--- src/design/slt_pkg.sv ---
// Shared constants, types and helper functions for the script lexer tokenizer.
// Used by slt_scan, slt_queue and script_lexer_tokenizer. No dependencies.
`default_nettype none

package slt_pkg;

    localparam int OFFSET_BITS_DEF = 24;
    localparam int LINE_BITS_DEF   = 20;
    localparam int KEYWORD_MAX_DEF = 7;

    localparam int KIND_W  = 6;
    localparam int ERR_W   = 2;
    localparam int MAX_TOK = 3;   // tokens one source byte can produce
    localparam int CNT_W   = 2;   // holds 0..MAX_TOK
    localparam int Q_DEPTH = 8;
    localparam int KW_NUM  = 20;
    localparam int KW_BYTES = 7;  // longest keyword

    typedef logic [KIND_W-1:0] kind_t;
    typedef logic [ERR_W-1:0]  err_t;

    localparam err_t ERR_NONE       = 2'd0;
    localparam err_t ERR_UNEXPECTED = 2'd1;
    localparam err_t ERR_UNTERM     = 2'd2;

    localparam kind_t K_EOF       = 6'd0;
    localparam kind_t K_ERROR     = 6'd1;
    localparam kind_t K_IDENT     = 6'd2;
    localparam kind_t K_STRING    = 6'd3;
    localparam kind_t K_NUMBER    = 6'd4;
    localparam kind_t K_KEYWORD0  = 6'd5;
    localparam kind_t K_LPAREN    = 6'd25;
    localparam kind_t K_RPAREN    = 6'd26;
    localparam kind_t K_LBRACE    = 6'd27;
    localparam kind_t K_RBRACE    = 6'd28;
    localparam kind_t K_LBRACKET  = 6'd29;
    localparam kind_t K_RBRACKET  = 6'd30;
    localparam kind_t K_SEMI      = 6'd31;
    localparam kind_t K_COMMA     = 6'd32;
    localparam kind_t K_COLON     = 6'd33;
    localparam kind_t K_DOT       = 6'd34;
    localparam kind_t K_DOT_DOT   = 6'd35;
    localparam kind_t K_MINUS     = 6'd36;
    localparam kind_t K_MINUS2    = 6'd37;
    localparam kind_t K_MINUS_EQ  = 6'd38;
    localparam kind_t K_PLUS      = 6'd39;
    localparam kind_t K_PLUS2     = 6'd40;
    localparam kind_t K_PLUS_EQ   = 6'd41;
    localparam kind_t K_SLASH     = 6'd42;
    localparam kind_t K_SLASH_EQ  = 6'd43;
    localparam kind_t K_STAR      = 6'd44;
    localparam kind_t K_STAR_EQ   = 6'd45;
    localparam kind_t K_PERCENT   = 6'd46;
    localparam kind_t K_PCT_EQ    = 6'd47;
    localparam kind_t K_BANG      = 6'd48;
    localparam kind_t K_BANG_EQ   = 6'd49;
    localparam kind_t K_EQUAL     = 6'd50;
    localparam kind_t K_EQ_EQ     = 6'd51;
    localparam kind_t K_ARROW     = 6'd52;
    localparam kind_t K_LESS      = 6'd53;
    localparam kind_t K_LESS_EQ   = 6'd54;
    localparam kind_t K_GREATER   = 6'd55;
    localparam kind_t K_GT_EQ     = 6'd56;

    localparam logic [7:0] CH_NUL   = 8'h00;
    localparam logic [7:0] CH_TAB   = 8'h09;
    localparam logic [7:0] CH_LF    = 8'h0A;
    localparam logic [7:0] CH_CR    = 8'h0D;
    localparam logic [7:0] CH_SPACE = 8'h20;
    localparam logic [7:0] CH_QUOTE = 8'h22;
    localparam logic [7:0] CH_PCT   = 8'h25;
    localparam logic [7:0] CH_LPAR  = 8'h28;
    localparam logic [7:0] CH_RPAR  = 8'h29;
    localparam logic [7:0] CH_STAR  = 8'h2A;
    localparam logic [7:0] CH_PLUS  = 8'h2B;
    localparam logic [7:0] CH_COMMA = 8'h2C;
    localparam logic [7:0] CH_MINUS = 8'h2D;
    localparam logic [7:0] CH_DOT   = 8'h2E;
    localparam logic [7:0] CH_SLASH = 8'h2F;
    localparam logic [7:0] CH_COLON = 8'h3A;
    localparam logic [7:0] CH_SEMI  = 8'h3B;
    localparam logic [7:0] CH_LT    = 8'h3C;
    localparam logic [7:0] CH_EQ    = 8'h3D;
    localparam logic [7:0] CH_GT    = 8'h3E;
    localparam logic [7:0] CH_LBRK  = 8'h5B;
    localparam logic [7:0] CH_RBRK  = 8'h5D;
    localparam logic [7:0] CH_UNDER = 8'h5F;
    localparam logic [7:0] CH_LBRC  = 8'h7B;
    localparam logic [7:0] CH_RBRC  = 8'h7D;
    localparam logic [7:0] CH_BANG  = 8'h21;

    typedef enum logic [8:0] {
        MODE_IDLE     = 9'b000000001,
        MODE_IDENT    = 9'b000000010,
        MODE_NUM_INT  = 9'b000000100,
        MODE_NUM_DOT  = 9'b000001000,
        MODE_NUM_FRAC = 9'b000010000,
        MODE_STRING   = 9'b000100000,
        MODE_SLASH    = 9'b001000000,
        MODE_COMMENT  = 9'b010000000,
        MODE_OP1      = 9'b100000000
    } scan_mode_t;

    // Keyword text, right aligned: first character in the highest used byte.
    localparam logic [KW_BYTES*8-1:0] KW_TEXT [KW_NUM] = '{
        56'("and"), 56'("class"), 56'("const"), 56'("else"), 56'("false"),
        56'("for"), 56'("fn"), 56'("if"), 56'("in"), 56'("init"),
        56'("include"), 56'("null"), 56'("new"), 56'("or"), 56'("private"),
        56'("return"), 56'("this"), 56'("true"), 56'("var"), 56'("while")
    };
    localparam logic [2:0] KW_LEN [KW_NUM] = '{
        3'd3, 3'd5, 3'd5, 3'd4, 3'd5, 3'd3, 3'd2, 3'd2, 3'd2, 3'd4,
        3'd7, 3'd4, 3'd3, 3'd2, 3'd7, 3'd6, 3'd4, 3'd4, 3'd3, 3'd5
    };

    function automatic logic ident_head(input logic [7:0] c);
        return (c >= 8'h61 && c <= 8'h7A) || (c >= 8'h41 && c <= 8'h5A) || c == CH_UNDER;
    endfunction

    function automatic logic dec_numeral(input logic [7:0] c);
        return c >= 8'h30 && c <= 8'h39;
    endfunction

    // Word of 1..7 bytes against the keyword table; identifier if none match.
    function automatic kind_t kw_lookup(input logic [KW_BYTES-1:0][7:0] w,
                                        input logic [2:0] len);
        kind_t k;
        logic  m;
        k = K_IDENT;
        for (int i = 0; i < KW_NUM; i++) begin
            m = (len == KW_LEN[i]);
            for (int j = 0; j < KW_BYTES; j++) begin
                if (m && j < int'(KW_LEN[i])) begin
                    if (w[j] != KW_TEXT[i][(int'(KW_LEN[i]) - 1 - j)*8 +: 8])
                        m = 1'b0;
                end
            end
            if (m)
                k = K_KEYWORD0 + kind_t'(i);
        end
        return k;
    endfunction

endpackage

`default_nettype wire

--- src/design/slt_scan.sv ---
// Scanner core: state registers and the single-pass logic that turns one
// source byte into up to three tokens. Depends on slt_pkg.
`default_nettype none

module slt_scan
    import slt_pkg::*;
#(
    parameter int OFFSET_BITS = OFFSET_BITS_DEF,
    parameter int LINE_BITS   = LINE_BITS_DEF,
    parameter int KEYWORD_MAX = KEYWORD_MAX_DEF
) (
    input  wire logic                   clk,
    input  wire logic                   rst_n,
    input  wire logic                   accept,
    input  wire logic [7:0]             ch,
    output kind_t                       tok_kind  [MAX_TOK],
    output logic [OFFSET_BITS-1:0]      tok_start [MAX_TOK],
    output logic [OFFSET_BITS-1:0]      tok_len   [MAX_TOK],
    output err_t                        tok_err   [MAX_TOK],
    output logic [LINE_BITS-1:0]        tok_line,
    output logic [CNT_W-1:0]            tok_count
);

    localparam int KI_W = (KEYWORD_MAX > 1) ? $clog2(KEYWORD_MAX) : 1;
    localparam logic [OFFSET_BITS-1:0] OFF_CAP  = {OFFSET_BITS{1'b1}};
    localparam logic [LINE_BITS-1:0]   LINE_CAP = {LINE_BITS{1'b1}};

    scan_mode_t               mode_reg, mode_next;
    logic [7:0]               pend_reg, pend_next;
    logic [OFFSET_BITS-1:0]   start_reg, start_next;
    logic [OFFSET_BITS-1:0]   offset_reg, offset_next;
    logic [LINE_BITS-1:0]     line_reg, line_next;
    logic [OFFSET_BITS-1:0]   wlen_reg, wlen_next;
    logic [7:0]               wbuf_reg [KEYWORD_MAX];

    logic                     wr_en;
    logic [KI_W-1:0]          wr_idx;
    logic [KW_BYTES-1:0][7:0] kw_word;
    kind_t                    word_kind;
    logic                     redo_op;
    logic                     redo_idle;
    logic                     ended;
    logic                     took;
    kind_t                    op_k;
    logic [CNT_W-1:0]         n;

    always_comb
    begin
        for (int j = 0; j < KW_BYTES; j++)
            kw_word[j] = wbuf_reg[j];
        if (wlen_reg > OFFSET_BITS'(KW_BYTES) || wlen_reg == '0)
            word_kind = K_IDENT;
        else
            word_kind = kw_lookup(kw_word, wlen_reg[2:0]);
    end

    always_comb
    begin
        mode_next   = mode_reg;
        pend_next   = pend_reg;
        start_next  = start_reg;
        wlen_next   = wlen_reg;
        line_next   = line_reg;
        offset_next = offset_reg;
        wr_en       = 1'b0;
        wr_idx      = wlen_reg[KI_W-1:0];
        redo_op     = 1'b0;
        redo_idle   = 1'b0;
        ended       = 1'b0;
        took        = 1'b0;
        op_k        = K_GREATER;
        n           = '0;
        for (int i = 0; i < MAX_TOK; i++)
        begin
            tok_kind[i]  = K_EOF;
            tok_start[i] = '0;
            tok_len[i]   = '0;
            tok_err[i]   = ERR_NONE;
        end

        // first pass: the mode left by the previous byte
        case (mode_reg)
            MODE_IDENT:
            begin
                if (ident_head(ch) || dec_numeral(ch))
                begin
                    if (wlen_reg < OFFSET_BITS'(KEYWORD_MAX))
                        wr_en = 1'b1;
                    if (wlen_next != OFF_CAP)
                        wlen_next = wlen_next + 1'b1;
                end
                else
                begin
                    tok_kind[n] = word_kind; tok_start[n] = start_reg;
                    tok_len[n] = wlen_reg; n = n + 1'b1;
                    redo_idle = 1'b1;
                end
            end
            MODE_NUM_INT, MODE_NUM_FRAC:
            begin
                if (dec_numeral(ch))
                begin
                    if (wlen_next != OFF_CAP)
                        wlen_next = wlen_next + 1'b1;
                end
                else if (ch == CH_DOT && mode_reg == MODE_NUM_INT)
                    mode_next = MODE_NUM_DOT;
                else
                begin
                    tok_kind[n] = K_NUMBER; tok_start[n] = start_reg;
                    tok_len[n] = wlen_reg; n = n + 1'b1;
                    redo_idle = 1'b1;
                end
            end
            MODE_NUM_DOT:
            begin
                if (dec_numeral(ch))
                begin
                    if (wlen_next != OFF_CAP)
                        wlen_next = wlen_next + 1'b1;
                    if (wlen_next != OFF_CAP)
                        wlen_next = wlen_next + 1'b1;
                    mode_next = MODE_NUM_FRAC;
                end
                else
                begin
                    tok_kind[n] = K_NUMBER; tok_start[n] = start_reg;
                    tok_len[n] = wlen_reg; n = n + 1'b1;
                    // rescan the dot as an operator that began one byte back
                    start_next = (offset_reg != '0) ? offset_reg - 1'b1 : '0;
                    wlen_next  = OFFSET_BITS'(1);
                    pend_next  = CH_DOT;
                    redo_op    = 1'b1;
                end
            end
            MODE_STRING:
            begin
                if (ch == CH_QUOTE)
                begin
                    if (wlen_next != OFF_CAP)
                        wlen_next = wlen_next + 1'b1;
                    tok_kind[n] = K_STRING; tok_start[n] = start_reg;
                    tok_len[n] = wlen_next; n = n + 1'b1;
                    mode_next = MODE_IDLE;
                end
                else if (ch == CH_NUL)
                begin
                    tok_kind[n] = K_ERROR; tok_start[n] = start_reg;
                    tok_len[n] = wlen_reg; tok_err[n] = ERR_UNTERM; n = n + 1'b1;
                    redo_idle = 1'b1;
                end
                else
                begin
                    if (ch == CH_LF && line_next != LINE_CAP)
                        line_next = line_next + 1'b1;
                    if (wlen_next != OFF_CAP)
                        wlen_next = wlen_next + 1'b1;
                end
            end
            MODE_SLASH:
            begin
                if (ch == CH_SLASH)
                    mode_next = MODE_COMMENT;
                else if (ch == CH_EQ)
                begin
                    tok_kind[n] = K_SLASH_EQ; tok_start[n] = start_reg;
                    tok_len[n] = OFFSET_BITS'(2); n = n + 1'b1;
                    mode_next = MODE_IDLE;
                end
                else
                begin
                    tok_kind[n] = K_SLASH; tok_start[n] = start_reg;
                    tok_len[n] = OFFSET_BITS'(1); n = n + 1'b1;
                    redo_idle = 1'b1;
                end
            end
            MODE_COMMENT:
            begin
                if (ch == CH_LF || ch == CH_NUL)
                    redo_idle = 1'b1;
            end
            MODE_OP1:
                redo_op = 1'b1;
            default:
                redo_idle = 1'b1;
        endcase

        // second pass: resolve a pending one- or two-byte operator
        if (redo_op)
        begin
            case (pend_next)
                CH_DOT:
                begin
                    op_k = K_DOT;
                    if (ch == CH_DOT) begin took = 1'b1; op_k = K_DOT_DOT; end
                end
                CH_MINUS:
                begin
                    op_k = K_MINUS;
                    if (ch == CH_MINUS) begin took = 1'b1; op_k = K_MINUS2; end
                    if (ch == CH_EQ) begin took = 1'b1; op_k = K_MINUS_EQ; end
                end
                CH_PLUS:
                begin
                    op_k = K_PLUS;
                    if (ch == CH_PLUS) begin took = 1'b1; op_k = K_PLUS2; end
                    if (ch == CH_EQ) begin took = 1'b1; op_k = K_PLUS_EQ; end
                end
                CH_EQ:
                begin
                    op_k = K_EQUAL;
                    if (ch == CH_EQ) begin took = 1'b1; op_k = K_EQ_EQ; end
                    if (ch == CH_GT) begin took = 1'b1; op_k = K_ARROW; end
                end
                CH_STAR:
                begin
                    op_k = K_STAR;
                    if (ch == CH_EQ) begin took = 1'b1; op_k = K_STAR_EQ; end
                end
                CH_PCT:
                begin
                    op_k = K_PERCENT;
                    if (ch == CH_EQ) begin took = 1'b1; op_k = K_PCT_EQ; end
                end
                CH_BANG:
                begin
                    op_k = K_BANG;
                    if (ch == CH_EQ) begin took = 1'b1; op_k = K_BANG_EQ; end
                end
                CH_LT:
                begin
                    op_k = K_LESS;
                    if (ch == CH_EQ) begin took = 1'b1; op_k = K_LESS_EQ; end
                end
                default:
                begin
                    op_k = K_GREATER;
                    if (ch == CH_EQ) begin took = 1'b1; op_k = K_GT_EQ; end
                end
            endcase
            mode_next = MODE_IDLE;
            tok_kind[n]  = op_k;
            tok_start[n] = start_next;
            tok_len[n]   = took ? OFFSET_BITS'(2) : OFFSET_BITS'(1);
            n = n + 1'b1;
            if (!took)
                redo_idle = 1'b1;
        end

        // third pass: the byte seen between tokens
        if (redo_idle)
        begin
            mode_next  = MODE_IDLE;
            start_next = offset_reg;
            wlen_next  = OFFSET_BITS'(1);
            wr_idx     = '0;
            if (ch == CH_NUL)
            begin
                tok_kind[n] = K_EOF; tok_start[n] = offset_reg;
                tok_len[n] = '0; n = n + 1'b1;
                ended = 1'b1;
            end
            else if (ch == CH_SPACE || ch == CH_CR || ch == CH_TAB)
                mode_next = MODE_IDLE;
            else if (ch == CH_LF)
            begin
                if (line_next != LINE_CAP)
                    line_next = line_next + 1'b1;
            end
            else if (ch == CH_SLASH)
                mode_next = MODE_SLASH;
            else if (ident_head(ch))
            begin
                wr_en     = 1'b1;
                mode_next = MODE_IDENT;
            end
            else if (dec_numeral(ch))
                mode_next = MODE_NUM_INT;
            else if (ch == CH_QUOTE)
                mode_next = MODE_STRING;
            else if (ch == CH_DOT || ch == CH_MINUS || ch == CH_PLUS || ch == CH_STAR
                     || ch == CH_PCT || ch == CH_BANG || ch == CH_EQ || ch == CH_LT
                     || ch == CH_GT)
            begin
                pend_next = ch;
                mode_next = MODE_OP1;
            end
            else
            begin
                tok_start[n] = offset_reg;
                tok_len[n]   = OFFSET_BITS'(1);
                case (ch)
                    CH_LPAR:  tok_kind[n] = K_LPAREN;
                    CH_RPAR:  tok_kind[n] = K_RPAREN;
                    CH_LBRC:  tok_kind[n] = K_LBRACE;
                    CH_RBRC:  tok_kind[n] = K_RBRACE;
                    CH_LBRK:  tok_kind[n] = K_LBRACKET;
                    CH_RBRK:  tok_kind[n] = K_RBRACKET;
                    CH_SEMI:  tok_kind[n] = K_SEMI;
                    CH_COMMA: tok_kind[n] = K_COMMA;
                    CH_COLON: tok_kind[n] = K_COLON;
                    default:
                    begin
                        tok_kind[n] = K_ERROR;
                        tok_err[n]  = ERR_UNEXPECTED;
                    end
                endcase
                n = n + 1'b1;
            end
        end

        // restart for a new source after end of source
        if (ended)
        begin
            mode_next   = MODE_IDLE;
            offset_next = '0;
            line_next   = LINE_BITS'(1);
        end
        else if (offset_reg != OFF_CAP)
            offset_next = offset_reg + 1'b1;
    end

    assign tok_count = n;
    assign tok_line  = line_reg;

    always_ff @(posedge clk or negedge rst_n)
    begin
        if (!rst_n)
        begin
            mode_reg   <= MODE_IDLE;
            pend_reg   <= '0;
            start_reg  <= '0;
            offset_reg <= '0;
            line_reg   <= LINE_BITS'(1);
            wlen_reg   <= '0;
        end
        else if (accept)
        begin
            mode_reg   <= mode_next;
            pend_reg   <= pend_next;
            start_reg  <= start_next;
            offset_reg <= offset_next;
            line_reg   <= line_next;
            wlen_reg   <= wlen_next;
        end
    end

    always_ff @(posedge clk)
    begin
        if (accept && wr_en)
            wbuf_reg[wr_idx] <= ch;
    end

endmodule

`default_nettype wire

--- src/design/slt_queue.sv ---
// Token queue: takes up to three tokens a cycle, hands out one a cycle while pop is high.
// Depends on slt_pkg.
`default_nettype none

module slt_queue
    import slt_pkg::*;
#(
    parameter int W     = 77,
    parameter int DEPTH = Q_DEPTH
) (
    input  wire logic                       clk,
    input  wire logic                       rst_n,
    input  wire logic [CNT_W-1:0]           push_count,
    input  wire logic [W-1:0]               push_data [MAX_TOK],
    input  wire logic                       pop,
    output logic [W-1:0]                    head,
    output logic [$clog2(DEPTH+1)-1:0]      level
);

    localparam int PTR_W = $clog2(DEPTH);
    localparam int LVL_W = $clog2(DEPTH+1);

    logic [W-1:0]     mem [DEPTH];
    logic [PTR_W-1:0] wr_ptr_reg, wr_ptr_next;
    logic [PTR_W-1:0] rd_ptr_reg, rd_ptr_next;
    logic [LVL_W-1:0] level_reg, level_next;

    always_comb
    begin
        wr_ptr_next = wr_ptr_reg + PTR_W'(push_count);
        rd_ptr_next = rd_ptr_reg + PTR_W'(pop);
        level_next  = level_reg + LVL_W'(push_count) - LVL_W'(pop);
    end

    always_ff @(posedge clk)
    begin
        for (int i = 0; i < MAX_TOK; i++)
        begin
            if (CNT_W'(i) < push_count)
                mem[wr_ptr_reg + PTR_W'(i)] <= push_data[i];
        end
    end

    always_ff @(posedge clk or negedge rst_n)
    begin
        if (!rst_n)
        begin
            wr_ptr_reg <= '0;
            rd_ptr_reg <= '0;
            level_reg  <= '0;
        end
        else
        begin
            wr_ptr_reg <= wr_ptr_next;
            rd_ptr_reg <= rd_ptr_next;
            level_reg  <= level_next;
        end
    end

    assign head  = mem[rd_ptr_reg];
    assign level = level_reg;

endmodule

`default_nettype wire

--- src/design/script_lexer_tokenizer.sv ---
// Top level of the script lexer tokenizer: scanner core feeding a token queue.
// Depends on slt_pkg, slt_scan and slt_queue.
//
//   channel  | handshake           | payload
//   ---------+---------------------+-------------------------------------------
//   input    | in_valid, in_stall  | ch
//   output   | out_valid, out_stall| token_kind, start_offset, token_length,
//            |                     | line_number, error_code, last_of_run
//
// One byte is taken per valid cycle unless in_stall; its tokens (zero to three) land
// in the queue at the same edge and leave in order, one per cycle unless out_stall.
// in_stall rises while the queue has fewer than three free entries, so the
// input rate drops below one byte a cycle only when tokens pile up.
// Reset starts a fresh source: offset 0, line 1, scanner idle, queue empty.
`default_nettype none

module script_lexer_tokenizer
    import slt_pkg::*;
#(
    parameter int OFFSET_BITS = OFFSET_BITS_DEF,
    parameter int LINE_BITS   = LINE_BITS_DEF,
    parameter int KEYWORD_MAX = KEYWORD_MAX_DEF
) (
    input  wire logic                   clk,
    input  wire logic                   rst_n,
    input  wire logic                   in_valid,
    output logic                        in_stall,
    input  wire logic [7:0]             ch,
    output logic                        out_valid,
    input  wire logic                   out_stall,
    output logic [KIND_W-1:0]           token_kind,
    output logic [OFFSET_BITS-1:0]      start_offset,
    output logic [OFFSET_BITS-1:0]      token_length,
    output logic [LINE_BITS-1:0]        line_number,
    output logic [ERR_W-1:0]            error_code,
    output logic                        last_of_run
);

    localparam int TOK_W = KIND_W + 2*OFFSET_BITS + LINE_BITS + ERR_W + 1;
    localparam int LVL_W = $clog2(Q_DEPTH+1);

    logic                     in_accept;
    logic                     pop;
    kind_t                    tok_kind  [MAX_TOK];
    logic [OFFSET_BITS-1:0]   tok_start [MAX_TOK];
    logic [OFFSET_BITS-1:0]   tok_len   [MAX_TOK];
    err_t                     tok_err   [MAX_TOK];
    logic [LINE_BITS-1:0]     tok_line;
    logic [CNT_W-1:0]         tok_count;
    logic [CNT_W-1:0]         push_count;
    logic [TOK_W-1:0]         push_data [MAX_TOK];
    logic [TOK_W-1:0]         head;
    logic [LVL_W-1:0]         level;

    assign in_stall  = (level > LVL_W'(Q_DEPTH - MAX_TOK));
    assign in_accept = in_valid && !in_stall;

    slt_scan #(
        .OFFSET_BITS (OFFSET_BITS),
        .LINE_BITS   (LINE_BITS),
        .KEYWORD_MAX (KEYWORD_MAX)
    ) u_scan (
        .clk       (clk),
        .rst_n     (rst_n),
        .accept    (in_accept),
        .ch        (ch),
        .tok_kind  (tok_kind),
        .tok_start (tok_start),
        .tok_len   (tok_len),
        .tok_err   (tok_err),
        .tok_line  (tok_line),
        .tok_count (tok_count)
    );

    always_comb
    begin
        push_count = in_accept ? tok_count : '0;
        for (int i = 0; i < MAX_TOK; i++)
            push_data[i] = {tok_kind[i], tok_start[i], tok_len[i], tok_line, tok_err[i],
                            (CNT_W'(i + 1) == tok_count)};
    end

    slt_queue #(
        .W     (TOK_W),
        .DEPTH (Q_DEPTH)
    ) u_queue (
        .clk        (clk),
        .rst_n      (rst_n),
        .push_count (push_count),
        .push_data  (push_data),
        .pop        (pop),
        .head       (head),
        .level      (level)
    );

    assign out_valid = (level != '0);
    assign pop       = out_valid && !out_stall;
    assign {token_kind, start_offset, token_length, line_number, error_code, last_of_run}
        = head;

`ifndef SYNTHESIS
    a_level_bound: assert property (@(posedge clk) disable iff (!rst_n)
        level <= LVL_W'(Q_DEPTH))
        else $error("token queue overfilled");

    a_eof_shape: assert property (@(posedge clk) disable iff (!rst_n)
        out_valid && token_kind == K_EOF |-> token_length == '0 && last_of_run)
        else $error("eof token malformed");

    a_err_kind: assert property (@(posedge clk) disable iff (!rst_n)
        out_valid |-> (error_code != ERR_NONE) == (token_kind == K_ERROR))
        else $error("error code disagrees with token kind");

    a_pop_level: assert property (@(posedge clk) disable iff (!rst_n)
        pop && !in_accept |=> level == $past(level) - 1'b1)
        else $error("queue level did not drop after pop");
`endif

endmodule

`default_nettype wire
--- config.mk ---
export PLATFORM = sky130hd
export DESIGN_NAME = script_lexer_tokenizer
export DESIGN_NICKNAME = d
export VERILOG_FILES = /design/src/design/slt_pkg.sv /design/src/design/slt_scan.sv /design/src/design/slt_queue.sv /design/src/design/script_lexer_tokenizer.sv
export SDC_FILE = /design/constraint.sdc
export NUM_CORES = 2
export LEC_CHECK = 0
export BUFFER_PORTS_ARGS = -buffer_cell sky130_fd_sc_hd__buf_2
export CELL_PAD_IN_SITES_DETAIL_PLACEMENT = 0
export CELL_PAD_IN_SITES_GLOBAL_PLACEMENT = 1
export CORE_UTILIZATION = 47
export DETAILED_ROUTE_END_ITERATION = 12
export PLACE_DENSITY = 0.75
export SYNTH_ARGS = -nofsm -noshare
export SYNTH_HDL_FRONTEND = slang
export SYNTH_SLANG_ARGS = --single-unit
export TNS_END_PERCENT = 10
--- constraint.sdc ---
create_clock -name clk -period 6.37 [get_ports clk]
set_input_delay 1.274 -clock clk [delete_from_list [all_inputs] [get_ports clk]]
set_output_delay 1.274 -clock clk [all_outputs]
set_load 0.02 [all_outputs]
# Word level (Yosys, flattened, before mapping)
# Memories as Yosys holds them, arrays and structs flattened.
# Index checks and enable logic that the tools add are counted.
# word_totals
regBits	119
ramBits	672
in_bits	12
output_inout_bits	79
memories	2
# mem_list
name	depth	width	rd	rd_ports_with_merged_regs	wr	line_no	source
u_queue.mem	8	77	1	0	3	slt_queue.sv:23	logic [W-1:0] mem [DEPTH];
u_scan.wbuf_reg	7	8	7	0	1	slt_scan.sv:34	logic [7:0] wbuf_reg [KEYWORD_MAX];
# op_classes
add_sub_neg	14
magnitude_cmp	16
eq_ne	111
mux	437
bitwise_logic	42
reduce_logical	40
# ops
cell	n
72-bit 2-to-1 mux	20
24-bit 2-to-1 mux	31
8-bit by 7-bit inequality test with 1-bit output (second input constant)	48
1-bit 2-to-1 mux	252
24-bit case mux with 5 select lines	2
6-bit 2-to-1 mux	37
72-bit bitwise mux	3
8-bit by 6-bit == test with 1-bit output (second input constant)	25
20-bit 2-to-1 mux	10
18-bit 2-to-1 mux	10
18-bit case mux with 9 select lines	1
9-bit 2-to-1 mux	17
24-bit demux with 2-bit select	2
24-bit case mux with 4 select lines	1
8-bit 2-to-1 mux	11
24-bit by 1-bit adder with 24-bit output (second input constant)	3
72-bit AND	1
24-bit inequality test (second input constant)	3
72-bit NOT	1
69-bit AND	1
69-bit NOT	1
6-bit case mux with 8 select lines	1
2-bit 2-to-1 mux	21
20-bit by 1-bit adder with 20-bit output (second input constant)	2
other kinds (83)	156

# Depth between registers and ports, before layout
# An unclocked memory read counts as a cell.
# logic_depth
ltp_word	48
mapped_depth	20
depth_no_buf	15

# Hierarchy
# A second synthesis with hierarchy kept.
# unflattened
cells_unflattened	6260
hier_area_um2	56299.0
# modules_own_cells
module	instances	cells_each	area_per_inst_um2	seq_area_each_um2
slt_queue	1	4330	41452.3	18748.0
slt_scan	1	1920	14764.2	4411.7
script_lexer_tokenizer	1	10	82.6	0.0

# Worst setup path before layout
# Ideal clock, no wire load.
# synth_path
path_type	input-to-reg
from	input port ch[3]
to	memory u_queue.mem[5][0] (enable)
setup_time_ns	0.774
arrival_ns	6.357
slack_ns	-0.761
path_stages	19
n_path_buf	7
path_cell_list	buf_2 > o21ai_0 > and3_1 > clkbuf_1 > a2111oi_0 > nand2b_1 > or4_1 > clkbuf_1 > clkbuf_1 > inv_1 > ha_1 > nand2_1 > a311o_1 > o31a_1 > buf_2 > nand2_1 > buf_2 > buf_1 > nand2_1
# synth_lines
element	line_no	source
from (decl)	script_lexer_tokenizer.sv:28	input wire logic [7:0] ch,
to (decl)	slt_queue.sv:23	

==> results.yml <==
synthesis:
  synthFlopType: "edfxtp_1"
  ys_seq_elements: 791
  synth_warnings: 0
  synthDistinctLibCells: 109
  synth_edf_count: 664
  yosysSeqAreaShare: 0.5143
  synth_nets: 4016
  syn_inst: 3976
  synth-async-reset-ratio: 0.1504
  synth_area_um2: 44880
  syn_area_per_cell_um2: 11.29
critical_path:
  path_max_fanout: 29
  required_ps: 6880
  start_kind: "primary input"
  critPathCaptureType: "flop"
  critPathMaxStageDelay_ps: 990
  crit_top_cell: "buf_4"
  cpMaxStageDelayCell: "a2111oi_0"
  rr_startpoint: "u_scan.mode_reg[5]"
  crit_chain: "buf_2, o21ai_0, and3_1, a2111oi_0, nand2b_1, or4_1, buf_4, ha_1, buf_4, inv_1, a311oi_4, buf_4, nor4bb_1, buf_4, a22oi_1, o21ai_0"
  startpoint: "ch[3]"
  cp.arrival_ps: 6140
  critical_path_class: "in2reg"
  reg2regPathDepth: 15
place:
  place_area_um2: 47020
  gp_congestion: 0.9338
  port_buffers: 90
  dp_slack_ps: 233.7
  place_hpwl_um: 98600
power:
  powerDensity_nw_per_um2: 411.3
  peakVddDrop_uv: 534.7
  finalPower_uw: 20500
  p_leak_uw: 0.01555
global_routing:
  gr-total-overflow: 0
  grt_max_degree: 161
  first_global_vias: 34470
  grt_pass1_wl_um: 229200
  grt.total_usage: 0.3145
  antenna_found_initial: 2
clocking:
  cts_setup_buffers: 0
  root_buffer: "clkbuf_16"
  htree_num_levels: 3
  cts_tree: "done"
  clkLatencyLatePin_ps: 690
  hold_buffers: 0
  cts_buffers: 88
  clockBufferDepth: 3
  clk_pin_slew_ps: 60
  post_cts_resize_count: 0
  cts_sinks: 791
cells_and_area:
  regArea_um2: 23090
  final_cell_mix: "664 x edfxtp_1, 346 x nand2_1, 339 x nor2_1, 232 x nand3_1, 201 x o221ai_1"
  design_area_um2: 49850
  largest_reg_flops: 616
  drive_gt1_frac: 0.1848
  fillerInstances: 8109
  multi_input_area_um2: 20130
  final_common_cell: "edfxtp_1"
  nets: 3972
  area_growth_pct: 11.08
routing:
  detail_route.vias_per_cell: 6.884
  detail_route.wirelength_um: 155500
  dr.pass1.iters: 6
  postRouteAntennaNets: 0
  drc: 0
  wire_per_inst_um: 29.57
  dr.first_iter.drc_count: 5135
  vias: 36220
timing:
  period_share: 0.8834
  layout_setup_ws_ps: 742.7
  hold_viol: 0
  hold_slack_ps: 480.7
  fmax_ghz: 0.1777
  setup_violations: 0
  rsz0062_at_grt: "no"
  setup_tns_ps: 0
  min_period_ps: 5627
  worstMarginPinSlew_ps: 1363
  maxSlewHeadroom: 0.08388
  slew_violations: 0
  skew_ps: 41.53
worst_hold_path:
  min_from: "u_scan.start_reg[23]"
  holdCritPathClass: "reg2reg"
  holdPathStages: 2
floorplanning:
  die_x_um: 311
  core_area_um2: 93890
  start_util: 0.4780
  dieHeight_um: 311
  num_io_pins: 91
  die-area_um2: 96720
  num_rows: 112
flow_run:
  maxCapViolations: 0
run_status:
  outcome: "finished clean"
-- worst max-delay path: cells and delay by family --
kind	cells	cell delay (ps)
fa+ha+maj	1	290
compound gates	5	1650
buf+inv	6	1690
simple gates	4	1210
-- metal layers --
layer	GRT usage	up-vias	share of wire	routed length, um
li1	-	15500	-	-
met1	0.4412	18060	0.40	62480
met2	0.4827	2276	0.45	70310
met3	0.07011	374	0.11	17330
met4	0.1055	2	0.035	5409
met5	0	-	0.000084	13
-- Yosys cell counts, types with 13 or more instances --
| cell type | n | area share |
|---|---|---|
| nand4_1 | 77 | 0.011 |
| dfrtp_1 | 117 | 0.065 |
| o22ai_1 | 19 | 0.0026 |
| xor2_1 | 21 | 0.0041 |
| nand2_1 | 357 | 0.030 |
| nand3_1 | 232 | 0.026 |
| and2_1 | 48 | 0.0067 |
| buf_2 | 111 | 0.012 |
| clkbuf_1 | 224 | 0.019 |
| a22o_1 | 24 | 0.0047 |
| or3_1 | 21 | 0.0029 |
| nor2b_1 | 14 | 0.0020 |
| nand3b_1 | 15 | 0.0025 |
| ha_1 | 26 | 0.0072 |
| xnor2_1 | 45 | 0.0088 |
| mux4_2 | 154 | 0.077 |
| o221ai_1 | 201 | 0.039 |
| o21ai_0 | 198 | 0.022 |
| inv_1 | 50 | 0.0042 |
| o31ai_1 | 29 | 0.0049 |
| and4_1 | 16 | 0.0031 |
| buf_1 | 40 | 0.0033 |
| edfxtp_1 | 664 | 0.44 |
| mux2_2 | 90 | 0.023 |
| nand4b_1 | 15 | 0.0029 |
| nor3_1 | 71 | 0.0079 |
| nand2b_1 | 21 | 0.0029 |
| a22oi_1 | 20 | 0.0033 |
| a21boi_1 | 35 | 0.0059 |
| mux2i_1 | 38 | 0.0085 |
| or4_1 | 21 | 0.0035 |
| a21oi_2 | 13 | 0.0025 |
| a31oi_1 | 31 | 0.0043 |
| a21boi_0 | 63 | 0.011 |
| o211ai_1 | 35 | 0.0059 |
| nor2_1 | 340 | 0.028 |
| and3_1 | 37 | 0.0052 |
| nor4_1 | 55 | 0.0077 |
| a21oi_1 | 106 | 0.012 |
-- power by group --
part / leakage (uW) / total [uW] / internal [uW] / switching (uW)
clock: 0.00135 / 5050 / 2830 / 2220
sequential: 0.00762 / 7100 / 6490 / 611
combinational: 0.00659 / 8350 / 2920 / 5440
-- metrics by stage --
step	utilization	std cells
finish	0.5309	5261
global route	0.5308	5258
CTS	0.5308	5258
detailed placement	0.5008	5096
global placement	0.5008	5096
floorplan	-	3976
-- final timing paths --
check / to / slack (ps)
worst max-delay path: u_queue.mem[7][75] / 740
worst min-delay path: u_scan.start_reg[23] / 480
worst max register to register: u_queue.mem[7][75] / 970
worst min register to register: u_scan.start_reg[23] / 480
max in group asynchronous: u_scan.pend_reg[5] / 4460
min in group asynchronous: u_scan.start_reg[7] / 620
-- logic make-up after synthesis --
family                   after synthesis  synth area share
XOR/XNOR                              66           0.01288
buffers and inverters                444           0.04185
AND/OR/NAND/NOR                     1418            0.1579
AO/OA/AOI/OAI                        940            0.1549
adder cells (fa/ha/maj)               28          0.008141
multiplexers                         289            0.1101
flip-flops                           791            0.5143
-- layout make-up --
class,instances,area share
Antenna cell,3,0.0001506
Clock inverter,48,0.009362
Tap cell,1254,0.03148
Sequential cell,791,0.4632
Inverter,56,0.004217
Timing Repair Buffer,254,0.04064
Clock buffer,114,0.04719
Multi-Input combinational cell,2741,0.4037
Note: power is estimated with default switching activity, not from simulation.
